$ cat config.mk
export PLATFORM = sky130hd
export DESIGN_NAME = cbra_regs
export DESIGN_NICKNAME = d
export VERILOG_FILES = /design/src/cbra_pkg.sv /design/src/cbra_regs.sv
export SDC_FILE = /design/constraint.sdc
export NUM_CORES = 1
export LEC_CHECK = 0
export ABC_CLOCK_PERIOD_IN_PS = 800
export CORE_MARGIN = 5
export CORE_UTILIZATION = 49
export DETAILED_ROUTE_END_ITERATION = 12
export DONT_BUFFER_PORTS = 1
export HOLD_SLACK_MARGIN = 0.12
export MAX_ROUTING_LAYER = met4
export PLACE_DENSITY_LB_ADDON = 0.05
export SETUP_SLACK_MARGIN = 0.2
export SLEW_MARGIN = 20
export SYNTH_ARGS = -nofsm -noshare
export SYNTH_HDL_FRONTEND = slang
export SYNTH_SLANG_ARGS = --single-unit
$ cat constraint.sdc
create_clock -name clk -period 0.8 [get_ports clk]
set_input_delay 0.16 -clock clk [delete_from_list [all_inputs] [get_ports clk]]
set_output_delay 0.16 -clock clk [all_outputs]
set_load 0.005 [all_outputs]
$ cat src/cbra_pkg.sv
`timescale 1ns / 1ps
`default_nettype none

package cbra_pkg;

	// Map word read or written per memory access, and the scan slice per cycle.
	localparam int WORD_W      = 32;
	localparam int WORD_SHIFT  = 5;
	localparam int CHUNK_W     = 8;
	localparam int CHUNK_SHIFT = 3;
	localparam int SUB_W       = WORD_SHIFT - CHUNK_SHIFT;

	// Block positions reach a free's first block plus its count, so they need one bit more
	// than a count.
	localparam int BLK_W   = 14;
	localparam int CNT_W   = 13;
	localparam int START_W = 12;

	// Only blocks below the largest programmable total are ever touched.
	localparam int POS_LIMIT = 8192;

	localparam logic OP_ALLOC = 1'b0;
	localparam logic OP_FREE  = 1'b1;

	localparam logic REG_TOTAL = 1'b0;
	localparam logic REG_FIRST = 1'b1;

	typedef enum logic [3:0] {
		ST_CLEAR,
		ST_IDLE,
		ST_CHECK,
		ST_SCAN_RD,
		ST_SCAN_PROC,
		ST_SCAN_END,
		ST_RMW_RD,
		ST_RMW_WR,
		ST_FINISH
	} state_t;

	typedef struct packed {
		logic clr;
		logic load;
		logic rd;
		logic proc;
		logic mark_init;
		logic wr;
		logic finish;
	} cmd_t;

	typedef struct packed {
		logic clr_last;
		logic range_empty;
		logic op_free;
		logic word_done;
		logic scan_stop;
		logic best_zero;
		logic at_last;
	} status_t;

endpackage

`default_nettype wire

$ cat src/cbra_regs.sv
`timescale 1ns / 1ps
`default_nettype none

module cbra_regs (
	input  wire logic        clk,
	input  wire logic        arst_n,
	input  wire logic        psel,
	input  wire logic        penable,
	input  wire logic        pwrite,
	input  wire logic [2:0]  paddr,
	input  wire logic [31:0] pwdata,
	output logic      [31:0] prdata,
	output logic             pready,
	output logic      [12:0] volume_blocks,
	output logic      [11:0] first_data_block
);

	logic [12:0] total_q;
	logic [11:0] first_q;
	logic        wr_en;

	assign pready = 1'b1;
	assign wr_en  = psel && penable && pwrite && pready;

	always_ff @(posedge clk or negedge arst_n) begin
		if (!arst_n) begin
			total_q <= 13'd4096;
			first_q <= 12'd1;
		end else if (wr_en) begin
			case (paddr[2])
				cbra_pkg::REG_TOTAL: total_q <= pwdata[12:0];
				cbra_pkg::REG_FIRST: first_q <= pwdata[11:0];
				default: ;
			endcase
		end
	end

	always_comb begin
		case (paddr[2])
			cbra_pkg::REG_TOTAL: prdata = {19'd0, total_q};
			cbra_pkg::REG_FIRST: prdata = {20'd0, first_q};
			default:             prdata = '0;
		endcase
	end

	assign volume_blocks    = total_q;
	assign first_data_block = first_q;

endmodule

`default_nettype wire

# Word level (Yosys, flattened, before mapping)
# Index checks and enable logic that the tools add are counted.
# totals
reg_bits	25
inputBits	40
out_inout_bits	58
elab_cells	8
# op_classes
muxes	1
bitwise	1
reduce_logical	4
# ops
cell	n
one-hot mux 32 bit (2 select lines)	1
AND reduction 2 bit	2
logical AND 1 bit	2
NOT 1 bit	1

# Depth between registers and ports, before layout
# Gate-level depths: netlist of run 1.
# depth
ltp_word	3
mapped_depth	3
depth_no_buf	2

# Worst setup path after synthesis of run 1
# OpenSTA, ideal clock, no wires.
# synth_path
path_type	input to register
start	input paddr[2]
end	register total_q[0], in the netlist volume_blocks[0]
setup_time_ns	0.125
t_arrival_ns	0.752
t_required_ns	0.675
setup_slack_ns	-0.077
path_stages	3
n_path_buf	1
path_cell_list	nand4b_4 > buf_6 > mux2_2
# synth_via
elab_chain_len	2
# synth_rtl
element	line_no	text
start, declared	cbra_regs.sv:10	input wire logic [2:0] paddr,
NOT 1 bit	--	
AND reduction 2 bit (no line)	--	
end signal, assigned	cbra_regs.sv:31	cbra_pkg::REG_TOTAL: total_q <= pwdata[12:0];
end, declared	cbra_regs.sv:18	logic [12:0] total_q;
# Every way passes these cells.
# A chain may end at the register's enable or synchronous reset.

# Worst setup path in the final report of run 1
# layout_path
start	register total_q[12], in the netlist volume_blocks[12]
end	output prdata[12]
# layout_via
elab_chain_len	1
# layout_rtl
element	line_no	text
one-hot mux 32 bit (2 select lines)	cbra_regs.sv:39	case (paddr[2])
end, declared	cbra_regs.sv:12	output logic [31:0] prdata,
# Every way passes these cells. The select of a mux whose other input is x is not followed.

==> flow_metrics.py, run 1 <==
metrics = {
    "outcome": {
        "outcome": "finished, violations left",
        "violations": "negative hold slack, negative setup slack",
    },
    "logic_synthesis": {
        "syn_area_per_cell_um2": 14.6,
        "netlist_top_cells_area": "dfrtp_1, mux2_2, buf_4",
        "synth_warnings": 0,
        "synth_top_area_share_pct": 43.9,
        "yosysSeqAreaShare_pct": 47.9,
        "ys_top_cells_by_count": "mux2_2, dfrtp_1, buf_4",
        "synth_area_um2": 1310,
        "synth.distinct_cells": 11,
        "async_flop_share_pct": 100,
        "yosys.cell_count.top_type": "mux2_2",
        "yosys.area.top_type": "dfrtp_1",
        "postSynthCellCount": 90,
        "ys.flop_type": "dfrtp_1",
        "synth_edf_count": 0,
        "synth-seq-cells": 25,
    },
    "worst_setup_path": {
        "crit_chain": "nor2b_4",
        "crit_arrival_ps": 1060,
        "critPathMaxStageDelay_ps": 590,
        "cp_max_fo": 3,
        "crit_required_ps": 640,
        "path_buf_inv": 0,
        "r2r_end": "volume_blocks[11]",
        "cpLargestDelayFamily": "flip-flops",
        "slowest_stage": "dfstp_2",
        "worstSetupEndpoint": "prdata[12]",
        "timing.rr.start": "volume_blocks[11]",
        "start_kind": "register",
        "startpoint": "volume_blocks[12]",
        "path_depth": 1,
        "path_class": "register to output pin",
        "ff2ff_path_depth": 4,
        "r2r_slack_ps": -280,
        "worst_setup_path_end_kind": "output pin",
    },
    "detailed_routing": {
        "dr.pass1.iters": 3,
        "drt_iter0_markers": 22,
        "drc_errors": 0,
        "wl_per_cell_um": 18.9,
        "vias": 847,
        "ant_nets": 0,
        "drt_wl_total_mm": 3.27,
        "viasPerCell": 4.90,
    },
    "cells_and_area": {
        "area_growth_pct": 50.0,
        "drive_gt1_share_pct": 69.9,
        "diodes": 0,
        "fin_area_um2": 1970,
        "layout.nets": 184,
    },
    "power_and_ir_drop": {
        "p_total_mw": 4.51,
        "peakVddDrop_uv": 1650,
        "p_leak_nw": 1.05,
        "pwr_density_cell_nw_per_um2": 2290,
    },
    "global_routing": {
        "grt_max_degree": 26,
        "grt_pass1_vias": 822,
        "antenna_found_initial": 0,
        "grt_pass1_wl_mm": 4.24,
        "track_usage_pct": 16.0,
        "gr-total-overflow": 0,
    },
    "sta": {
        "hold_slack_ps": -495,
        "layout_min_cycle_time_ps": 1220,
        "finalCritPeriodShare_pct": 152,
        "setup_ws_ps": -419,
        "max_freq_mhz": 821,
        "hold_viol_final": 50,
        "finalSetupViolCount": 55,
        "skew_ps": 0,
        "rsz0062_at_grt": "true",
        "tns_ps": -14850,
        "maxSlewViolCount": 0,
    },
    "clock_tree": {
        "cts-root-buf": "clkbuf_4",
        "htree_levels": 1,
        "clk_path_buf_depth": 2,
        "cts_sinks": 25,
        "clock_latency_ps": 320,
        "cts_made_buffers": 3,
        "clk_pin_slew_ps": 150,
        "cts_tree": "built",
    },
    "min_path": {
        "hold_path_class": "input pin to async pin",
    },
    "floorplan": {
        "core_area_um2": 2520,
        "chipWidth_um": 61.7,
        "dieArea_um2": 3810,
        "die_h_um": 61.7,
        "initial_utilization_pct": 51.9,
        "ios": 98,
        "num_rows": 18,
    },
    "placement": {
        "place_congestion": 0.667,
        "place_area_um2": 1510,
        "io_buffers": 0,
        "dp_slack_ps": -167,
        "dpl.hpwl_mm": 1.86,
    },
    "job": {
        "maxCapViolCount": 0,
    },
}
## per-stage QoR
step,instances,utilization [%],hold slack (ps)
finish,173,77.9,-495
global route,173,77.9,-527
CTS,153,67.8,-509
detailed placement,141,59.9,-135
global placement,141,59.9,-135
floorplan,108,-,-136
## registers in the layout, summed over array words and instances (netlist names)
| register | flops |
|---|---|
| volume_blocks | 13 |
| first_data_block | 12 |
## cell families after synthesis
group,share of synthesized area [%]
mux,34.7
flops,47.9
buf+inv,13.6
simple gates,3.25
other cells,0.573
## cells in the final DEF, fill, tap and decap left out
cell / n
conb_1: 20
buf_12: 1
clkbuf_4: 3
buf_6: 47
dfrtp_1: 23
nand4b_4: 1
mux2_2: 3
mux2_4: 34
buf_4: 6
dfstp_2: 2
nand4_4: 1
nor2b_4: 1
clkinv_2: 1
## final cells by class
cell class              count  area [um^2]
multi-input cells          60          678
flip-flops and latches     25          628
repair buffers             54          594
fillers                   152          557
well taps                  30         37.5
clock buffers               3         22.5
clock inverters             1         5.00
## power by group
part	total [mW]	internal (mW)	switching (mW)	leakage, nW
Combinational	2.12	1.58	0.538	0.735
Clock	0.581	0.187	0.394	0.0177
Sequential	1.81	1.56	0.252	0.297
Total	4.51	3.32	1.18	1.05
## worst min path at each step
stage | start | slack (ps) | cells after the start | to
3_5_place_dp | arst_n | -140 | 0 | first_data_block[7]
2_1_floorplan | arst_n | -140 | 0 | first_data_block[10]
4_1_cts | arst_n | -510 | 0 | first_data_block[1]
5_1_grt | arst_n | -530 | 0 | volume_blocks[4]
3_3_place_gp | arst_n | -140 | 0 | first_data_block[7]
6_report | arst_n | -490 | 0 | volume_blocks[5]
## metal layers
metal	GRT usage, %	vias to the layer above	part of all wire (%)
li1	-	378	-
met1	19.6	415	40
met2	25.1	52	48
met3	5.79	2	11
met4	4.55	0	0.46
met5	-	-	0
## timing repair
item | in CTS | in global routing
gates cloned | 0 | 0
endpoints found under the setup margin | 63 | 63
resized for setup | 30 | 28
hold endpoints to repair | 50 | 50
setup buffers | 8 | 20
Note: power is estimated with default switching activity, not from simulation.
==> run 2: changes to the inputs <==
--- a/config.mk
+++ b/config.mk
@@ -7,7 +7,7 @@
 export LEC_CHECK = 0
 export ABC_CLOCK_PERIOD_IN_PS = 800
 export CORE_MARGIN = 5
-export CORE_UTILIZATION = 49
+export CORE_UTILIZATION = 55
 export DETAILED_ROUTE_END_ITERATION = 12
 export DONT_BUFFER_PORTS = 1
 export HOLD_SLACK_MARGIN = 0.12
==> flow_metrics.py, run 2 (synthesized netlist as in run 1, its figures left out) <==
metrics = {
    "outcome": {
        "outcome": "finished, violations left",
        "violations": "negative hold slack, negative setup slack",
    },
    "cells_and_area": {
        "area_growth_pct": 40.0,
        "layout_commonest_cell": "mux2_4",
        "final_cell_mix": "mux2_4, buf_6, dfrtp_1",
        "diodes": 0,
        "largest_reg_flops": 13,
        "layout.nets": 174,
        "fin_cells": 161,
        "drive_gt1_share_pct": 66.9,
    },
    "detailed_routing": {
        "viasPerCell": 4.93,
        "wl_per_cell_um": 17.3,
        "dr.pass1.iters": 3,
        "drt_iter0_markers": 7,
        "vias": 793,
        "drc_errors": 0,
        "drt_wl_total_mm": 2.79,
        "ant_nets": 0,
    },
    "global_routing": {
        "grt_max_degree": 26,
        "track_usage_pct": 16.5,
        "grt_pass1_wl_mm": 4.22,
        "antenna_found_initial": 0,
        "grt_pass1_vias": 849,
        "gr-total-overflow": 0,
    },
    "worst_setup_path": {
        "path_buf_inv": 0,
        "crit_required_ps": 640,
        "path_depth": 1,
        "critPathMaxStageDelay_ps": 440,
        "timing.rr.start": "volume_blocks[2]",
        "path_class": "register to output pin",
        "crit_arrival_ps": 1030,
        "crit_chain": "mux2_4",
        "slowest_stage": "dfrtp_1",
        "start_kind": "register",
        "startpoint": "first_data_block[5]",
        "worst_setup_path_end_kind": "output pin",
        "cp_max_fo": 3,
        "cpLargestDelayFamily": "flip-flops",
        "ff2ff_path_depth": 2,
    },
    "floorplan": {
        "initial_utilization_pct": 58.7,
        "dieArea_um2": 3460,
        "die_h_um": 58.8,
        "core_area_um2": 2230,
        "chipWidth_um": 58.8,
        "num_rows": 17,
        "ios": 98,
    },
    "min_path": {
        "hold_path_class": "input pin to async pin",
    },
    "clock_tree": {
        "cts_tree": "built",
        "cts_made_buffers": 3,
        "cts_sinks": 25,
        "clk_path_buf_depth": 2,
        "clock_latency_ps": 300,
        "clk_pin_slew_ps": 130,
        "htree_levels": 1,
        "cts-root-buf": "clkbuf_4",
    },
    "sta": {
        "layout_min_cycle_time_ps": 1190,
        "rsz0062_at_grt": "true",
        "setup_ws_ps": -391,
        "finalCritPeriodShare_pct": 149,
        "maxSlewViolCount": 0,
        "skew_ps": 0,
        "hold_slack_ps": -476,
        "hold_viol_final": 50,
        "finalSetupViolCount": 48,
        "max_freq_mhz": 840,
        "tns_ps": -12870,
    },
    "placement": {
        "io_buffers": 0,
        "place_congestion": 0.685,
        "numPlacedInstances": 139,
        "dpl.hpwl_mm": 1.86,
    },
    "power_and_ir_drop": {
        "p_leak_nw": 0.983,
        "pwr_density_cell_nw_per_um2": 2270,
        "peakVddDrop_uv": 1750,
    },
    "job": {
        "maxCapViolCount": 0,
    },
}
==> run 2: changes by cell type in the layout (fill, tap and decap cells not counted) <==
cell,change
buf_6,-14
buf_4,+4
clkbuf_1,+1
clkinv_2,-1
==> run 2: final cells by class <==
type	count	area, um^2
fill	119	399
clock buffer	4	26.3
sequential	25	628
timing repair buffer	44	467
tap	28	35.0
multi-input combinational	60	678
==> run 2: what timing repair did <==
| action | CTS | global route |
|---|---|---|
| buffers inserted | 9 | 9 |
| setup endpoints to repair | 63 | 63 |
| pin swaps | 0 | 0 |
| hold endpoints to repair | 50 | 50 |
| resized for setup | 33 | 11 |
==> run 2: metrics by stage <==
step / hold slack (ps) / setup slack [ps] / utilization, % / cell area, um^2 / power (mW)
2_1_floorplan: -136 / -77.1 / - / 1450 / 2.52
3_3_place_gp: -135 / -167 / 67.5 / 1510 / 2.94
3_5_place_dp: -135 / -187 / 67.5 / 1510 / 2.98
4_1_cts: -492 / -395 / 77.3 / 1730 / 3.96
5_1_grt: -504 / -427 / 82.1 / 1830 / 4.39
6_report: -476 / -391 / 82.1 / 1830 / 4.16
==> run 2: layer usage <==
metal / part of all wire, % / global-route usage (%) / vias up
met5: 0 / - / -
met4: 0.36 / 4.85 / 0
met3: 9.5 / 3.73 / 2
met2: 54 / 29.3 / 41
met1: 36 / 18.3 / 397
li1: - / - / 353
==> run 2: report_power, final <==
group / leakage, nW / switching (mW) / total, mW / internal, mW
Clock: 0.0150 / 0.356 / 0.550 / 0.194
Sequential: 0.297 / 0.243 / 1.80 / 1.56
Combinational: 0.671 / 0.461 / 1.81 / 1.35
Total: 0.983 / 1.06 / 4.16 / 3.10
==> run 2: path summary, 6_finish.rpt <==
path,end,slack (ps)
worst min-delay path,first_data_block[4],-480
worst max register to register,volume_blocks[2],-110
worst min register to register,volume_blocks[5],560
max in group asynchronous,first_data_block[0],1110
worst max-delay path,prdata[5],-390
min in group clk,volume_blocks[3],-10
==> run 3: changes to the inputs <==
--- a/config.mk
+++ b/config.mk
@@ -6,8 +6,10 @@
 export NUM_CORES = 1
 export LEC_CHECK = 0
 export ABC_CLOCK_PERIOD_IN_PS = 800
+export CELL_PAD_IN_SITES_DETAIL_PLACEMENT = 1
+export CELL_PAD_IN_SITES_GLOBAL_PLACEMENT = 1
 export CORE_MARGIN = 5
-export CORE_UTILIZATION = 55
+export CORE_UTILIZATION = 40
 export DETAILED_ROUTE_END_ITERATION = 12
 export DONT_BUFFER_PORTS = 1
 export HOLD_SLACK_MARGIN = 0.12
==> flow_metrics.py, run 3 (synthesized netlist as in run 1, its figures left out) <==
metrics = {
    "power_and_ir_drop": {
        "power.internal_mw": 3.34,
        "p_leak_nw": 1.05,
        "peakVddDrop_uv": 1070,
        "swShare_pct": 25.8,
        "p_comb_share_pct": 47.5,
        "pwr-share-clk_pct": 12.4,
        "pwr_density_cell_nw_per_um2": 2270,
        "p_switching_mw": 1.16,
        "seq_power_share_pct": 40.1,
    },
    "placement": {
        "place_congestion": 0.605,
        "dpl.hpwl_mm": 2.17,
        "io_buffers": 0,
        "dp_slack_ps": -177,
    },
    "clock_tree": {
        "cts_tree": "built",
        "cts-root-buf": "clkbuf_4",
        "htree_levels": 1,
        "clock_latency_ps": 310,
        "clk_pin_slew_ps": 140,
        "clk_path_buf_depth": 2,
        "cts_made_buffers": 3,
        "cts_sinks": 25,
    },
    "cells_and_area": {
        "final_cell_mix": "buf_6, mux2_4, dfrtp_1",
        "multi_input_area_um2": 686,
        "layout_commonest_cell": "buf_6",
        "diodes": 0,
        "n_fill_cell": 323,
        "regArea_um2": 628,
        "layout.nets": 185,
        "largest_reg_flops": 13,
        "drive_gt1_share_pct": 69.4,
        "area_growth_pct": 51.2,
        "final_util_pct": 63.8,
    },
    "job": {
        "maxCapViolCount": 0,
    },
    "worst_setup_path": {
        "start_kind": "register",
        "crit_chain": "mux2_4",
        "cpLargestDelayFamily": "flip-flops",
        "slowest_stage": "dfrtp_1",
        "path_class": "register to output pin",
        "cp_max_fo": 3,
        "critPathMaxStageDelay_ps": 440,
        "worst_setup_path_end_kind": "output pin",
        "crit_required_ps": 640,
        "crit_arrival_ps": 1030,
        "path_buf_inv": 0,
    },
    "outcome": {
        "violations": "negative hold slack, negative setup slack",
        "outcome": "finished, violations left",
    },
    "floorplan": {
        "die_h_um": 67.2,
        "initial_utilization_pct": 42.2,
        "chipWidth_um": 67.2,
        "ios": 98,
        "dieArea_um2": 4520,
        "core_area_um2": 3100,
        "num_rows": 20,
    },
    "sta": {
        "setup_ws_ps": -393,
        "hold_slack_ps": -483,
        "rsz0062_at_grt": "true",
        "layout_min_cycle_time_ps": 1190,
        "hold_viol_final": 50,
        "maxSlewViolCount": 0,
        "skew_ps": 0,
        "max_freq_mhz": 838,
        "tns_ps": -14550,
        "finalCritPeriodShare_pct": 149,
        "finalSetupViolCount": 56,
    },
    "global_routing": {
        "grt_pass1_wl_mm": 4.90,
        "antenna_found_initial": 0,
        "grt_pass1_vias": 923,
        "track_usage_pct": 15.3,
        "gr-total-overflow": 0,
        "grt_max_degree": 26,
    },
    "min_path": {
        "hold_path_class": "input pin to async pin",
    },
    "detailed_routing": {
        "wl_per_cell_um": 18.0,
        "drt_wl_total_mm": 3.38,
        "vias": 838,
        "drt_iter0_markers": 18,
        "drc_errors": 0,
        "dr.pass1.iters": 2,
        "ant_nets": 0,
        "viasPerCell": 4.46,
    },
}
run 3: cell type report:
| type | count | share of cell area, % |
|---|---|---|
| tap | 44 | 2.78 |
| multi-input combinational | 60 | 34.6 |
| sequential | 25 | 31.7 |
| clock buffer | 4 | 1.33 |
| timing repair buffer | 55 | 29.6 |
run 3: metal layers:
layer  vias up  global-route usage (%)  wire, um
met3         2                    4.99       319
met1       421                    18.2      1360
met5         -                       -         0
met2        41                    24.5      1680
met4         0                    4.56        23
li1        374                       -         -
run 3: path summary, 6_finish.rpt:
check	start	endpoint	slack, ps	cells past startpoint
max	first_data_block[5]	prdata[5]	-390	1
min	arst_n	volume_blocks[6]	-480	0
max reg2reg	first_data_block[2]	first_data_block[2]	-210	3
min reg2reg	first_data_block[1]	first_data_block[1]	580	1
max in group asynchronous	arst_n	first_data_block[0]	1110	0
min in group clk	pwdata[5]	first_data_block[5]	-20	1
run 3: repair_timing:
action / 4_1_cts / 5_1_grt
setup buffers: 13 / 13
resized for setup: 44 / 15
endpoints found under the hold margin: 50 / 50
pin swaps: 0 / 0
endpoints found under the setup margin: 63 / 63
run 3: power groups by stage:
stage	Clock, mW	Sequential [mW]	Combinational (mW)
finish	0.557	1.81	2.14
CTS	0.592	1.81	1.78
floorplan	0	1.80	0.723
detailed placement	0	1.81	1.21
global route	0.635	1.85	2.27
global placement	0	1.79	1.20
run 3: metrics by stage:
stage | cells | hold WS (ps) | instance area [um^2] | power (mW)
after floorplan | 108 | -136 | 1450 | 2.52
after global placement | 158 | -135 | 1540 | 2.98
after detailed placement | 158 | -135 | 1540 | 3.02
after CTS | 175 | -498 | 1830 | 4.18
after global routing | 188 | -518 | 1980 | 4.75
final | 188 | -483 | 1980 | 4.50
