## config.mk

```make
export PLATFORM = sky130hd
export DESIGN_NAME = cbra_ctrl
export DESIGN_NICKNAME = d
export VERILOG_FILES = /design/src/cbra_pkg.sv /design/src/cbra_ctrl.sv
export SDC_FILE = /design/constraint.sdc
export NUM_CORES = 1
export LEC_CHECK = 0
export ABC_CLOCK_PERIOD_IN_PS = 2100
export BUFFER_PORTS_ARGS = -buffer_cell sky130_fd_sc_hd__buf_2
export CAP_MARGIN = 0
export CORE_AREA = 5 5 42 44
export CTS_BUF_LIST = sky130_fd_sc_hd__clkbuf_4 sky130_fd_sc_hd__clkbuf_8
export DETAILED_ROUTE_END_ITERATION = 16
export DIE_AREA = 0 0 47 49
export PLACE_DENSITY_LB_ADDON = 0.3
export SETUP_SLACK_MARGIN = 0.5
export SLEW_MARGIN = 20
export SYNTH_ARGS = -nofsm -noshare
export SYNTH_HDL_FRONTEND = slang
export SYNTH_SLANG_ARGS = --single-unit
```

## constraint.sdc

```tcl
create_clock -name clk -period 2.1 [get_ports clk]
set_clock_uncertainty 0.1 [all_clocks]
set_input_delay 0.42 -clock clk [delete_from_list [all_inputs] [get_ports clk]]
set_output_delay 0.42 -clock clk [all_outputs]
set_load 0.01 [all_outputs]
```

## src/cbra_pkg.sv

```systemverilog
`timescale 1ns / 1ps
`default_nettype none

package cbra_pkg;

	// Map word read or written per memory access, and the scan slice per cycle.
	localparam int WORD_W      = 32;
	localparam int WORD_SHIFT  = 5;
	localparam int CHUNK_W     = 8;
	localparam int CHUNK_SHIFT = 3;
	localparam int SUB_W       = WORD_SHIFT - CHUNK_SHIFT;

	// Block positions reach a free's first block plus its count, so they need one bit more
	// than a count.
	localparam int BLK_W   = 14;
	localparam int CNT_W   = 13;
	localparam int START_W = 12;

	// Only blocks below the largest programmable total are ever touched.
	localparam int POS_LIMIT = 8192;

	localparam logic OP_ALLOC = 1'b0;
	localparam logic OP_FREE  = 1'b1;

	localparam logic REG_TOTAL = 1'b0;
	localparam logic REG_FIRST = 1'b1;

	typedef enum logic [3:0] {
		ST_CLEAR,
		ST_IDLE,
		ST_CHECK,
		ST_SCAN_RD,
		ST_SCAN_PROC,
		ST_SCAN_END,
		ST_RMW_RD,
		ST_RMW_WR,
		ST_FINISH
	} state_t;

	typedef struct packed {
		logic clr;
		logic load;
		logic rd;
		logic proc;
		logic mark_init;
		logic wr;
		logic finish;
	} cmd_t;

	typedef struct packed {
		logic clr_last;
		logic range_empty;
		logic op_free;
		logic word_done;
		logic scan_stop;
		logic best_zero;
		logic at_last;
	} status_t;

endpackage

`default_nettype wire

```

## src/cbra_ctrl.sv

```systemverilog
`timescale 1ns / 1ps
`default_nettype none

module cbra_ctrl (
	input  wire logic              clk,
	input  wire logic              arst_n,
	input  wire logic              start,
	output logic                   busy,
	output logic                   done,
	output cbra_pkg::cmd_t         cmd,
	input  wire cbra_pkg::status_t status
);

	cbra_pkg::state_t state_q, state_nxt;
	logic             done_q;

	always_ff @(posedge clk or negedge arst_n) begin
		if (!arst_n) begin
			state_q <= cbra_pkg::ST_CLEAR;
			done_q  <= 1'b0;
		end else begin
			state_q <= state_nxt;
			done_q  <= (state_q == cbra_pkg::ST_FINISH);
		end
	end

	always_comb begin
		state_nxt = state_q;
		cmd       = '0;
		case (state_q)
			cbra_pkg::ST_CLEAR: begin
				cmd.clr = 1'b1;
				if (status.clr_last) state_nxt = cbra_pkg::ST_IDLE;
			end
			cbra_pkg::ST_IDLE: begin
				if (start) begin
					cmd.load  = 1'b1;
					state_nxt = cbra_pkg::ST_CHECK;
				end
			end
			cbra_pkg::ST_CHECK: begin
				if (status.range_empty) state_nxt = cbra_pkg::ST_FINISH;
				else if (status.op_free) state_nxt = cbra_pkg::ST_RMW_RD;
				else state_nxt = cbra_pkg::ST_SCAN_RD;
			end
			cbra_pkg::ST_SCAN_RD: begin
				cmd.rd    = 1'b1;
				state_nxt = cbra_pkg::ST_SCAN_PROC;
			end
			cbra_pkg::ST_SCAN_PROC: begin
				cmd.proc = 1'b1;
				if (status.scan_stop) state_nxt = cbra_pkg::ST_SCAN_END;
				else if (status.word_done) state_nxt = cbra_pkg::ST_SCAN_RD;
			end
			cbra_pkg::ST_SCAN_END: begin
				if (status.best_zero) begin
					state_nxt = cbra_pkg::ST_FINISH;
				end else begin
					cmd.mark_init = 1'b1;
					state_nxt     = cbra_pkg::ST_RMW_RD;
				end
			end
			cbra_pkg::ST_RMW_RD: begin
				cmd.rd    = 1'b1;
				state_nxt = cbra_pkg::ST_RMW_WR;
			end
			cbra_pkg::ST_RMW_WR: begin
				cmd.wr = 1'b1;
				if (status.at_last) state_nxt = cbra_pkg::ST_FINISH;
				else state_nxt = cbra_pkg::ST_RMW_RD;
			end
			cbra_pkg::ST_FINISH: begin
				cmd.finish = 1'b1;
				state_nxt  = cbra_pkg::ST_IDLE;
			end
			default: state_nxt = cbra_pkg::ST_IDLE;
		endcase
	end

	assign busy = (state_q != cbra_pkg::ST_IDLE);
	assign done = done_q;

`ifndef ASSERT_OFF
	a_done_single: assert property (@(posedge clk) disable iff (!arst_n)
		done_q |=> !done_q)
		else $error("result strobe lasted more than one cycle");
	a_accept_check: assert property (@(posedge clk) disable iff (!arst_n)
		(state_q == cbra_pkg::ST_IDLE && start) |=> (state_q == cbra_pkg::ST_CHECK))
		else $error("accepted item did not start processing");
	a_done_after_finish: assert property (@(posedge clk) disable iff (!arst_n)
		done_q |-> ($past(state_q) == cbra_pkg::ST_FINISH))
		else $error("result strobe without a finished item");
`endif

endmodule

`default_nettype wire

```

After elaboration in Yosys (flattened, before gate mapping)
Index checks and enable logic that the tools add are counted.
{ "word_totals": {"regBits": 5, "in_bits": 10, "output_inout_bits": 9, "wordCells": 35} }
{ "classes": {"eq_ne": 12, "mux": 18, "n_reduce_logical": 3} }
{ "ops": {"columns": ["cell", "n"], "rows": [
  ["$pmux W4 S8", 1],
  ["$mux W4", 7],
  ["$eq A4 B3 Y1 const B", 4],
  ["$mux W1", 9],
  ["$eq A4 B2 Y1 const B", 2],
  ["$eq A4 B1 Y1 const B", 1],
  ["$eq A4 B4 Y1 const B", 1],
  ["$logic_not A4 Y1", 1],
  ["$ne A2 B2 Y1 const B", 2],
  ["$ne A4 B1 Y1 const B", 1],
  ["$mux W3", 1],
  ["$ne A3 B3 Y1 const B", 1],
  ["$reduce_and A3 Y1", 1],
  ["$reduce_or A2 Y1", 1]
]} }

Depth between registers and ports, before layout
Gate-level depths: netlist (run 1).
{ "depth": {"word_depth": 3, "ltp_mapped": 5} }

Worst setup path before layout (run 1)
No wires, ideal clock.
{ "synth_path": {"path_kind": "register -> output", "start": "register state_q[0]", "end": "output cmd[0] (netlist name)", "arrival_ps": 1122, "required_ps": 1580, "path_slack_ps": 458, "path_stages_with_launch": 3, "n_path_buf": 1, "cell_sequence": "dfrtp_1 > buf_6 > nor4b_1"} }
{ "synth_lines": {"columns": ["item", "line", "source"], "rows": [
  ["start: declaration", "cbra_ctrl.sv:14", "cbra_pkg::state_t state_q, state_nxt;"],
  ["start signal: assignment", "cbra_ctrl.sv:19", "state_q <= cbra_pkg::ST_CLEAR;"],
  ["start signal: assignment", "cbra_ctrl.sv:22", "state_q <= state_nxt;"],
  ["end: declaration", "cbra_ctrl.sv:10", "output cbra_pkg::cmd_t cmd,"]
]} }

==> results, run 1 <==
- The worst path uses 86.2% of the clock period.
- Setup violations remaining at the end of the flow were counted as 0.
- The type of the worst setup path is flop to primary output.
- The count of TritonRoute iterations in the first routing pass is 2.
- The master of the slowest instance on the critical path is sky130_fd_sc_hd__dfrtp_2.
- STA classifies the critical path endpoint as a primary output.
- In this run the standard cell core region covers 1400 sq um.
- The power per cell area is 1230 nW/um^2.
- The vias per cell is 4.76.
- Setup repair after global routing could not meet its margin everywhere.
- Entering global routing, the biggest net connects 10 pins.
- The congestion estimate from routability-driven global placement came to 0.757.
- The sum of routed wire length over all layers is 1150 um.
- After synthesis, the share of flip-flops with an asynchronous set or reset is 100%.
- By area the synthesized netlist is led by sky130_fd_sc_hd__dfrtp_1 (29%), sky130_fd_sc_hd__nor2_1 (6.9%), sky130_fd_sc_hd__nor4b_4 (5.5%).
- The peak supply drop is 0.509 mV.
- The TritonCTS clock tree is built.
- The cell taking the most area after synthesis is sky130_fd_sc_hd__dfrtp_1.
- The startpoint of the worst register-to-register path is state_q[0].
- The tree is rooted in a sky130_fd_sc_hd__clkbuf_4.
- The number of unique standard cell types used by synthesis is 29.
- The fmax is 552 MHz.
- The total negative slack for setup checks is 0 ps.
- For this run, the number of Yosys warnings is 0.
- The leftover overflow at the end of global routing is 0.
- The commonest cells after synthesis are sky130_fd_sc_hd__nor2_1 (8), sky130_fd_sc_hd__dfrtp_1 (5), sky130_fd_sc_hd__nand2_1 (4).
- Data arrives at the worst endpoint at 1290 ps.
- The I/O pin count is 19.
- The number of maximum-capacitance violations is 0.
- In this design, the stage delay of the slowest critical-path cell is 440 ps.
- The global router's overall resource usage is 10.8%.
- In the final routed layout, each cell accounts on average for 11.7 um.
- For the worst setup path, the data required time is 1580 ps.
- In this run the vertical extent of the chip is 49 um.
- The clock period could shrink to 1810 ps.
- The area growth from synthesis to layout is 55.5%.
- The horizontal extent of the die is 47 um.
- In the final layout, the share of cells above drive strength 1 is 58.5%.
- For this design the total switching power over the nets is 0.000332 W.
- Of all nets on the critical path, the largest fanout is 5.
- The setup slack of the worst register-to-register path is 560 ps.
- The number of hold violations in the final report is 0.
- The cell family contributing the most delay on the critical path is simple AND/OR/NAND/NOR gates.
- In this run the most critical hold path is launched from status[0].
- The largest buffer count on any clock path is 2.
- Detailed routing inserted a total of 466 vias.
- The clock transition at the registers of the reported paths is 50 ps.
- Row generation in the floorplan step produced 14 rows.
- The signal on the critical path passes through and2b_4 -> nand2_2 -> nor3_2 -> buf_2.
- The run finished with clean final reports.
- The element type at the critical path start is a flop.
- Summing every instance area after synthesis gives 433 sq um.
- Counting both buffers and inverters, the worst setup path holds a total of 1.
- The total number of H-tree levels is 1.
- The number of antenna diodes in the final layout is 0.
- The die covers 2300 sq um.
- The analysis attributes to cell leakage a power of 0.341 nW.
- The clock sink count is 5.
- For the pin with the worst max-slew slack, the measured transition is 231 ps.
- The number of enable flip-flop cells after synthesis is 0.
- The worst hold path cell count is 2.
- The top cell type by area accounts for 28.9% of the synthesized area.
- The switching fraction of total power is 40.1%.
- In the synthesized netlist the dominant register cell turns out to be sky130_fd_sc_hd__dfrtp_1.
- The internal power of the cells totals 0.000495 W.
- Sequential cells were found to cover 28.9% of the synthesized design area.
- The post-synthesis instance total is 50.
- The most frequently used cell type in the post-synthesis netlist is sky130_fd_sc_hd__nor2_1.
- After the first detailed-routing iteration, the DRC count stood at 4.
- The number of nets in the layout is 93.
- The type of the most critical hold path is primary input to flop.
- The HPWL reported at the end of detailed placement is 752 um.
- Counting cells, the worst reg-to-reg path comes to 6.
- The number of pins with negative max-slew slack in the final report is 0.
- The starting utilization of the core area is 30.9%.
- The worst pin sits at a relative slew slack of 84.5%.
- In this run, the clock network consumes 15.0% of the power.
- Per report_power, the combinational group accounts for 59.9% of the total.
- In this run, synthesis produced a sequential element count of 5.
- The via count of the first global-routing pass came to 426.
- Buffers placed on the I/O ports in this run total 18.
- Across all hold checks on the routed design, the worst slack comes to 331 ps.
- The path with the worst hold slack has its endpoint at state_q[3].
- The first global-routing pass estimated 1880 um of wire.
- The initial antenna violation count is 0.
- At the later pin of the worst-skew pair, clock insertion delay measures 240 ps.
- Counting the buffers created by CTS gives 3.
- The remaining antenna violation count is 0.
- The final routed DRC violation total is 0.
- In this run the critical register-to-register path is captured at state_q[1].
- The net count of the mapped netlist is 60.
- The average size of a mapped cell is 8.66 sq um.
- Per report_power, the sequential group accounts for 25.0% of the total.
-- area by class of cell --
class / count / area [sq um]
clock buffers: 4 / 30.0
fillers: 143 / 728
inverters: 2 / 7.51
multi-input cells: 39 / 288
flip-flops and latches: 5 / 130
well taps: 16 / 20.0
repair buffers: 32 / 198
-- placed cells by master, fill, tap and decap left out, types with 2 or more instances in the layout --
master,instances
sky130_fd_sc_hd__buf_2,18
sky130_fd_sc_hd__buf_4,13
sky130_fd_sc_hd__nor2_1,7
sky130_fd_sc_hd__clkbuf_4,4
sky130_fd_sc_hd__dfrtp_2,4
sky130_fd_sc_hd__nand2_1,3
sky130_fd_sc_hd__nand2_2,2
sky130_fd_sc_hd__nor4b_4,2
sky130_fd_sc_hd__and3_1,2
sky130_fd_sc_hd__inv_1,2
sky130_fd_sc_hd__nor3b_1,2
sky130_fd_sc_hd__a32oi_1,2
sky130_fd_sc_hd__a21oi_1,2
-- kinds of logic after synthesis --
logic type | after synthesis | synth area share [%]
compound gates | 12 | 21.4
xor+xnor | 1 | 2.02
buf+inv | 6 | 10.4
flops | 5 | 28.9
simple gates | 26 | 37.3
-- layer usage --
metal,GRT usage (%),part of all wire (%),up-vias
met1,15.6,47,219
met3,4.43,3.0,0
li1,-,-,240
met2,14.7,50,7
met4,2.76,0,0
met5,0,0,-
-- worst max-delay path by stage --
stage	start	to	slack, ps	depth (start not counted)
2_1_floorplan	state_q[1]	cmd[2]	570	4
3_3_place_gp	state_q[0]	cmd[2]	410	4
3_5_place_dp	state_q[0]	cmd[2]	410	4
4_1_cts	state_q[1]	cmd[2]	300	4
5_1_grt	state_q[1]	cmd[2]	210	4
6_report	state_q[1]	cmd[2]	290	4
-- metrics by stage --
step | instances | utilization (%) | setup slack, ps | area, sq um | power, W
after floorplan | 50 | - | 575 | 444 | 0.000497
after global placement | 80 | 36.9 | 411 | 517 | 0.000554
after detailed placement | 80 | 36.9 | 410 | 517 | 0.000551
after CTS | 94 | 45.7 | 296 | 641 | 0.000797
after global routing | 98 | 48.0 | 208 | 673 | 0.000903
final | 98 | 48.0 | 289 | 673 | 0.000827
-- sequential cells by signal (all words and copies together), names as in the netlist --
signal / cells
done: 1
state_q: 4
-- what timing repair did --
| item | in CTS | in global routing |
|---|---|---|
| pin swaps | 2 | 3 |
| buffers inserted | 9 | 4 |
| endpoints found under the hold margin | 5 | 0 |
| setup endpoints to repair | 8 | 9 |
| resized for setup | 6 | 1 |
| hold buffers | 1 | 0 |
-- power groups by stage --
stage          registers [W]  logic (W)  clock network [W]
2_1_floorplan       0.000154   0.000343                  0
3_3_place_gp        0.000224   0.000331                  0
3_5_place_dp        0.000221   0.000330                  0
4_1_cts             0.000208   0.000463           0.000126
5_1_grt             0.000214   0.000550           0.000139
6_report            0.000207   0.000495           0.000124
No activity file was read; power rests on OpenSTA's default activity.
==> run 2: changes to the inputs <==
--- a/config.mk
+++ b/config.mk
@@ -12,6 +12,7 @@
 export CTS_BUF_LIST = sky130_fd_sc_hd__clkbuf_4 sky130_fd_sc_hd__clkbuf_8
 export DETAILED_ROUTE_END_ITERATION = 16
 export DIE_AREA = 0 0 47 49
+export GPL_TIMING_DRIVEN = 0
 export PLACE_DENSITY_LB_ADDON = 0.3
 export SETUP_SLACK_MARGIN = 0.5
 export SLEW_MARGIN = 20
==> constraint.sdc (replaced) <==
create_clock -name clk -period 2.1 [get_ports clk]
set_clock_uncertainty 0.1 [all_clocks]
set_input_delay 0.105 -clock clk [delete_from_list [all_inputs] [get_ports clk]]
set_output_delay 0.105 -clock clk [all_outputs]
set_load 0.01 [all_outputs]
==> run 2 against run 1 <==
- critical path depth decreased by 1
- combinational power fell by 6.1%
- first-iteration DRC count increased by 130%
- final cell count shrank 8.2%
- largest cell class unchanged
==> results, run 2 (same netlist as run 1, synthesis figures left out) <==
- Status: finished, final reports clean (unchanged).
- The part of the cycle the worst path needs is 74.1% (was 86.2%).
- The total number of H-tree levels is 1 (unchanged).
- The remaining antenna violation count is 0 (unchanged).
- The static leakage is 0.308 nW (was 0.341 nW).
- The count of TritonRoute iterations in the first routing pass is 4 (was 2).
- The largest buffer count on any clock path is 2 (unchanged).
- The met1 usage is 13.4% (was 15.6%).
- The largest fanout on the critical path is 10 (was 5).
- The starting utilization of the core area is 30.9% (unchanged).
- The insertion delay of the later-clocked pin in the worst-skew pair came to 240 ps (about the same).
- The I/O pin count is 19 (unchanged).
- The layout overhead on the synthesized area is 39.9% (was 55.5%).
- The post-route non-filler standard cell count is 90 (was 98).
- The vertical extent of the die is 49 um (unchanged).
- The fmax was 643 MHz (was 552 MHz).
- The share of cells above drive strength 1 is 48.6% (was 58.5%).
- The number of hold violations in the final report is 0 (unchanged).
- The largest net degree at the start of global routing was 11 (was 10).
- The global routing met2 resource utilization came to 13.1% (was 14.7%).
- The clock transition at the registers of the reported paths is 50 ps (about the same).
- The number of rows in the core area came to 14 (unchanged).
- The longest individual stage delay on the worst path is 440 ps (about the same).
- The type of destination of the critical path is a primary output (unchanged).
- The final routed DRC violation total is 0 (unchanged).
- The worst-margin pin slew is 268 ps (was 231 ps).
- The via count of the first global-routing pass is 372 (was 426).
- The fraction of met3 tracks used by global routing was 5.54% (was 4.43%).
- The number of nets in the layout is 85 (was 93).
- The vias per cell is 4.86 (was 4.76).
- The data arrival at the endpoint of the critical path is 1350 ps (was 1290 ps).
- The peak supply drop is 0.749 mV (was 0.509 mV).
- The TritonCTS clock tree is built (unchanged).
- The most common cell after layout, fill and taps aside is sky130_fd_sc_hd__buf_2 (unchanged).
- The master of the slowest instance on the critical path is sky130_fd_sc_hd__dfrtp_2 (unchanged).
- The HPWL reported at the end of detailed placement came to 799 um (was 752 um).
- The total via count in the routed design is 437 (was 466).
- The average detailed-routed wire length per instance came to 11.6 um (was 11.7 um).
- The element type at the critical path start is a flop (unchanged).
- The area inside the core boundary is 1400 sq um (unchanged).
- Cells along the critical path: buf_6 -> nor4b_2 -> buf_2 (was and2b_4 -> nand2_2 -> nor3_2 -> buf_2).
- The clock sink count is 5 (unchanged).
- The final antenna diode count came to 0 (unchanged).
- The global router's overall resource usage is 9.62% (was 10.8%).
- The clock period minus final worst setup slack is 1560 ps (was 1810 ps).
- The number of buffers inserted during clock tree synthesis is 3 (unchanged).
- The power per cell area is 1230 nW/um^2 (about the same).
- The number of pins with negative max-slew slack in the final report came to 0 (unchanged).
- The total negative slack for setup checks is 0 ps (unchanged).
- The sum of routed wire length over all layers was 1040 um (was 1150 um).
- The final setup violation count is 0 (unchanged).
- The total placed cells including tap cells is 84 (was 80).
- The die area is 2300 sq um (unchanged).
- Commonest cells after routing, fill and taps aside: sky130_fd_sc_hd__buf_2 (18), sky130_fd_sc_hd__nor2_1 (8), sky130_fd_sc_hd__nand2_1 (4), sky130_fd_sc_hd__clkbuf_4 (4), sky130_fd_sc_hd__dfrtp_1 (4) (was sky130_fd_sc_hd__buf_2 (18), sky130_fd_sc_hd__buf_4 (13), sky130_fd_sc_hd__nor2_1 (7)).
- The violation count after the first detailed-route iteration came to 9 (was 4).
- The port buffer count is 18 (unchanged).
- The horizontal extent of the die was 47 um (unchanged).
- The worst path required time came to 1890 ps (was 1580 ps).
- The last weighted congestion value of the routability-driven placer is 0.825 (was 0.757).
- The largest register by flop count was state_q (unchanged).
- The number of maximum-capacitance violations came to 0 (unchanged).
- The layer with the highest usage is met1 (unchanged).
- The type of the most critical hold path is primary input to flop (unchanged).
- The type of the worst setup path was flop to primary output (unchanged).
- The worst relative slew slack is 82.1% (was 84.5%).
- The leftover overflow at the end of global routing is 0 (unchanged).
- The flip-flop count of the largest register, all copies and words added came to 4 (unchanged).
- The global-route wire length before repair was 1620 um (was 1880 um).
- Unrepaired setup endpoints after global routing: yes (unchanged).
- The cell at the root of the clock tree was sky130_fd_sc_hd__clkbuf_4 (unchanged).
- The initial antenna violation count is 0 (unchanged).
[run 2: critical path, delay by kind of cell, from the launching register on]
kind | cells | cell delay (ps)
DFF | 1 | 440
buffers and inverters | 2 | 350
and+or+nand+nor | 1 | 320
[run 2: power by group]
part | switching [W] | internal, W | leakage [nW]
registers | 0.0000294 | 0.000128 | 0.0649
clock network | 0.0000385 | 0.0000847 | 0.0184
logic | 0.000242 | 0.000223 | 0.225
[run 2: worst paths after layout]
path,start,to,slack [ps],cells after the start
setup / recovery,state_q[0],cmd[0],540,3
hold / removal,status[0],state_q[3],7,2
setup reg to reg,state_q[2],state_q[1],690,5
hold reg to reg,state_q[1],done,500,2
max in group asynchronous,arst_n,state_q[0],1650,2
min in group asynchronous,arst_n,done,100,2
[run 2: routing by layer]
| metal | up-vias | wire (um) |
|---|---|---|
| li1 | 225 | - |
| met1 | 197 | 491 |
| met2 | 15 | 450 |
| met3 | 0 | 97 |
| met4 | 0 | 0 |
| met5 | - | 0 |
[run 2: timing repair]
item	in CTS	in global routing
endpoints found under the setup margin	1	3
gates resized for setup	1	3
setup buffers	0	1
hold buffers	1	0
endpoints found under the hold margin	5	0
[run 2: cell type report]
cell class,instances,area (sq um)
fillers,152,796
multi-input cells,39,277
flip-flops and latches,5,126
repair buffers,20,108
plain buffers,4,37.5
clock buffers,4,30.0
well taps,16,20.0
inverters,2,7.51
[run 2: per-stage QoR]
step | area [sq um] | setup slack (ps) | hold WS, ps | power [W] | utilization [%]
2_1_floorplan | 433 | 698 | -291 | 0.000490 | -
3_3_place_gp | 543 | 705 | -179 | 0.000601 | 38.8
3_5_place_dp | 543 | 677 | -178 | 0.000605 | 38.8
4_1_cts | 589 | 515 | 2.42 | 0.000739 | 42.1
5_1_grt | 606 | 493 | 15.8 | 0.000805 | 43.2
6_report | 606 | 544 | 6.92 | 0.000746 | 43.2
==> run 3: changes to the inputs <==
--- a/config.mk
+++ b/config.mk
@@ -5,7 +5,7 @@
 export SDC_FILE = /design/constraint.sdc
 export NUM_CORES = 1
 export LEC_CHECK = 0
-export ABC_CLOCK_PERIOD_IN_PS = 2100
+export ABC_CLOCK_PERIOD_IN_PS = 1400
 export BUFFER_PORTS_ARGS = -buffer_cell sky130_fd_sc_hd__buf_2
 export CAP_MARGIN = 0
 export CORE_AREA = 5 5 42 44
==> constraint.sdc (replaced) <==
create_clock -name clk -period 1.4 [get_ports clk]
set_clock_uncertainty 0.1 [all_clocks]
set_input_delay 0.07 -clock clk [delete_from_list [all_inputs] [get_ports clk]]
set_output_delay 0.07 -clock clk [all_outputs]
set_load 0.01 [all_outputs]
==> run 3 against run 2 <==
- the flow now finishes with violations (negative hold slack, negative setup slack)
- final cell count rose by 17%
- critical path depth rose by 2
- via count rose by 24%
- utilization rose by 15 points
- global-route usage rose by 3.2 points
- sequential power rose by 42%
- worst hold slack got worse by 17 ps
- die area did not move
- final area rose by 34%
- critical path type unchanged
- flip-flop and latch count did not move
- sequential share of layout area fell by 5.3 points
- clock power rose by 54%
==> results, run 3 (same netlist as run 1, synthesis figures left out) <==
- The flip-flop count of the largest register, all copies and words added is 4 (unchanged).
- The largest fanout on the critical path is 6 (was 10).
- Status: finished, violations left (was finished, final reports clean).
- The worst path required time came to 1230 ps (was 1890 ps).
- The part of the cycle the worst path needs is 112%.
- Subtracting the final worst setup slack from the clock period gives 1560 ps.
- The last weighted congestion value of the routability-driven placer is 0.719 (was 0.825).
- The final antenna diode count was 0 (unchanged).
- The TritonCTS clock tree is built (unchanged).
- The area occupied by multi-input gates is 339 sq um (was 277 sq um).
- The insertion delay of the later-clocked pin in the worst-skew pair is 250 ps (was 240 ps).
- The global router's overall resource usage is 12.8% (was 9.62%).
- The number of buffer and inverter stages on the critical path is 3 (was 2).
- The library cell appearing most often on the critical path is sky130_fd_sc_hd__buf_6.
- The horizontal extent of the die is 47 um (unchanged).
- The family with the most delay on the worst path is simple AND/OR/NAND/NOR gates (was flip-flops).
- The die area came to 2300 sq um (unchanged).
- The post-route non-filler standard cell count is 105 (was 90).
- The fill cell instance count of the final layout was 131 (was 152).
- The critical hold path startpoint was status[6] (was status[0]).
- The global-route wire length before repair came to 2130 um (was 1620 um).
- The share of cells above drive strength 1 came to 69.7% (was 48.6%).
- The worst reg2reg path endpoint is state_q[1] (unchanged).
- The startpoint of the worst register-to-register path is state_q[1] (was state_q[2]).
- The violation count after the first detailed-route iteration was 22 (was 9).
- The data arrival at the endpoint of the critical path is 1390 ps (was 1350 ps).
- The type of destination of the critical path is a primary output (unchanged).
- The area inside the core boundary is 1400 sq um (unchanged).
- The register area was 126 sq um (unchanged).
- The depth of the worst register-to-register path is 6 (was 5).
- The I/O pin count came to 19 (unchanged).
- The internal power summed over all cells came to 0.000944 W (was 0.000436 W).
- The number of buffers inserted during clock tree synthesis came to 3 (unchanged).
- The leftover overflow at the end of global routing is 0 (unchanged).
- The total placed cells including tap cells was 84 (unchanged).
- The number of rows in the core area was 14 (unchanged).
- The hold path endpoint was state_q[0] (was state_q[3]).
- The power per cell area is 1940 nW/um^2 (was 1230 nW/um^2).
- The worst slack at placement is -49.1 ps (was 677 ps).
- The port buffer count is 18 (unchanged).
- The HPWL reported at the end of detailed placement is 838 um (was 799 um).
- The static leakage is 0.398 nW (was 0.308 nW).
- The cell at the root of the clock tree is sky130_fd_sc_hd__clkbuf_4 (unchanged).
- The combinational share of power was 73.8% (was 62.4%).
- The element type at the critical path start is a flop (unchanged).
- The total negative slack for setup checks is -786 ps (was 0 ps).
- The starting utilization of the core area is 30.9% (unchanged).
- The largest net degree at the start of global routing is 10 (was 11).
- The final routed DRC violation total came to 0 (unchanged).
- The remaining antenna violation count was 0 (unchanged).
- The longest individual stage delay on the worst path is 380 ps (was 440 ps).
- The average detailed-routed wire length per instance is 13.9 um (was 11.6 um).
- The worst relative slew slack is 83.7% (was 82.1%).
- The setup slack of the worst register-to-register path came to -90 ps (was 690 ps).
- The clock transition at the registers of the reported paths is 40 ps (was 50 ps).
- The master of the slowest instance on the critical path was sky130_fd_sc_hd__dfrtp_1 (was sky130_fd_sc_hd__dfrtp_2).
- Cells along the critical path: buf_6 -> and2b_4 -> buf_4 -> and3_4 -> buf_6 (was buf_6 -> nor4b_2 -> buf_2).
- The number of pins with negative max-slew slack in the final report is 0 (unchanged).
- The worst setup slack after layout is -165 ps (was 544 ps).
- The number of nets in the layout came to 100 (was 85).
- The type of the most critical hold path is primary input to flop (unchanged).
- The worst hold path cell count came to 3 (was 2).
- Commonest cells after routing, fill and taps aside: sky130_fd_sc_hd__buf_4 (16), sky130_fd_sc_hd__buf_2 (14), sky130_fd_sc_hd__buf_6 (7) (was sky130_fd_sc_hd__buf_2 (18), sky130_fd_sc_hd__nor2_1 (8), sky130_fd_sc_hd__nand2_1 (4), sky130_fd_sc_hd__clkbuf_4 (4), sky130_fd_sc_hd__dfrtp_1 (4)).
- The via count of the first global-routing pass is 490 (was 372).
- Unrepaired setup endpoints after global routing: yes (unchanged).
- The sequential share of power was 14.2% (was 21.1%).
- The clock network power share is 12.0% (was 16.5%).
- The initial antenna violation count was 0 (unchanged).
- The final setup violation count is 9 (was 0).
- The vias per cell was 5.16 (was 4.86).
- The fmax is 639 MHz.
- The total via count in the routed design is 542 (was 437).
- The clock sink count was 5 (unchanged).
- The most common cell after layout, fill and taps aside is sky130_fd_sc_hd__buf_4 (was sky130_fd_sc_hd__buf_2).
- The number of hold violations in the final report came to 1 (was 0).
- The peak supply drop is 1.19 mV (was 0.749 mV).
- The worst-margin pin slew is 243 ps (was 268 ps).
- The vertical extent of the die was 49 um (unchanged).
- The checks that failed: negative hold slack, negative setup slack.
- The net switching power is 0.000634 W (was 0.000310 W).
- The number of maximum-capacitance violations is 0 (unchanged).
- The count of TritonRoute iterations in the first routing pass is 4 (unchanged).
- The worst slack on hold paths is -9.98 ps (was 6.92 ps).
- The sum of routed wire length over all layers is 1460 um (was 1040 um).
- The layout overhead on the synthesized area came to 87.6% (was 39.9%).
- The switching fraction of total power came to 40.2% (was 41.5%).
- The largest buffer count on any clock path is 2 (unchanged).
- The largest register by flop count is state_q (unchanged).
- The total number of H-tree levels is 1 (unchanged).
- The type of the worst setup path is flop to primary output (unchanged).
## run 3: cell count changes in the layout (fill, tap and decap cells not counted), moves of 2 or more
cell	delta
sky130_fd_sc_hd__nor2_4	+2
sky130_fd_sc_hd__buf_6	+5
sky130_fd_sc_hd__nor2_1	-2
sky130_fd_sc_hd__buf_4	+13
sky130_fd_sc_hd__nand2_2	+3
sky130_fd_sc_hd__buf_2	-4
sky130_fd_sc_hd__nand2_1	-3
sky130_fd_sc_hd__and3_1	-2
sky130_fd_sc_hd__and3_4	+2
## run 3: per-layer routing
layer | GRT usage [%] | up-vias | routed length [um]
li1 | - | 255 | -
met1 | 14.2 | 261 | 514
met2 | 21.7 | 22 | 830
met3 | 3.32 | 4 | 91
met4 | 5.53 | 0 | 27
met5 | 0 | - | 0
## run 3: worst max-delay path by stage
stage               start         end  slack, ps  depth (start not counted)
2_1_floorplan  state_q[0]  state_q[1]         60                          4
3_3_place_gp   state_q[2]  state_q[1]        -50                          5
3_5_place_dp   state_q[2]  state_q[1]        -50                          5
4_1_cts        state_q[1]      cmd[2]       -110                          5
5_1_grt        state_q[1]      cmd[2]       -210                          5
6_report       state_q[1]      cmd[5]       -160                          5
## run 3: through the flow
stage	total power, W	cell area (sq um)	util, %
2_1_floorplan	0.000765	452	-
3_3_place_gp	0.000937	562	40.1
3_5_place_dp	0.000940	562	40.1
4_1_cts	0.00133	708	50.5
5_1_grt	0.00167	812	57.9
6_report	0.00158	812	57.9
## run 3: worst min-delay path: cells and delay by family
kind / cells / cell delay [ps]
and+or+nand+nor: 1 / 90
buffers and inverters: 1 / 80
AOI/OAI and AO/OA: 1 / 50
## run 3: final cells by class
class                      count  share of cell area [%]
sequential                     5                    15.6
tap                           16                    2.47
buffer                         4                    5.08
inverter                       2                   0.924
multi-input combinational     39                    41.8
timing repair buffer          35                    30.5
clock buffer                   4                    3.70
## run 3: repair_timing
item	in CTS	in global routing
endpoints found under the hold margin	7	0
setup buffers	7	8
hold buffers	2	0
pin swaps	5	5
resized for setup	10	10
endpoints found under the setup margin	13	14
## run 3: power by group through the flow
stage / Clock, W / Combinational (W) / Sequential (W)
floorplan: 0 / 0.000534 / 0.000231
global placement: 0 / 0.000700 / 0.000237
detailed placement: 0 / 0.000703 / 0.000237
CTS: 0.000192 / 0.000908 / 0.000228
global route: 0.000205 / 0.00124 / 0.000229
finish: 0.000189 / 0.00116 / 0.000224
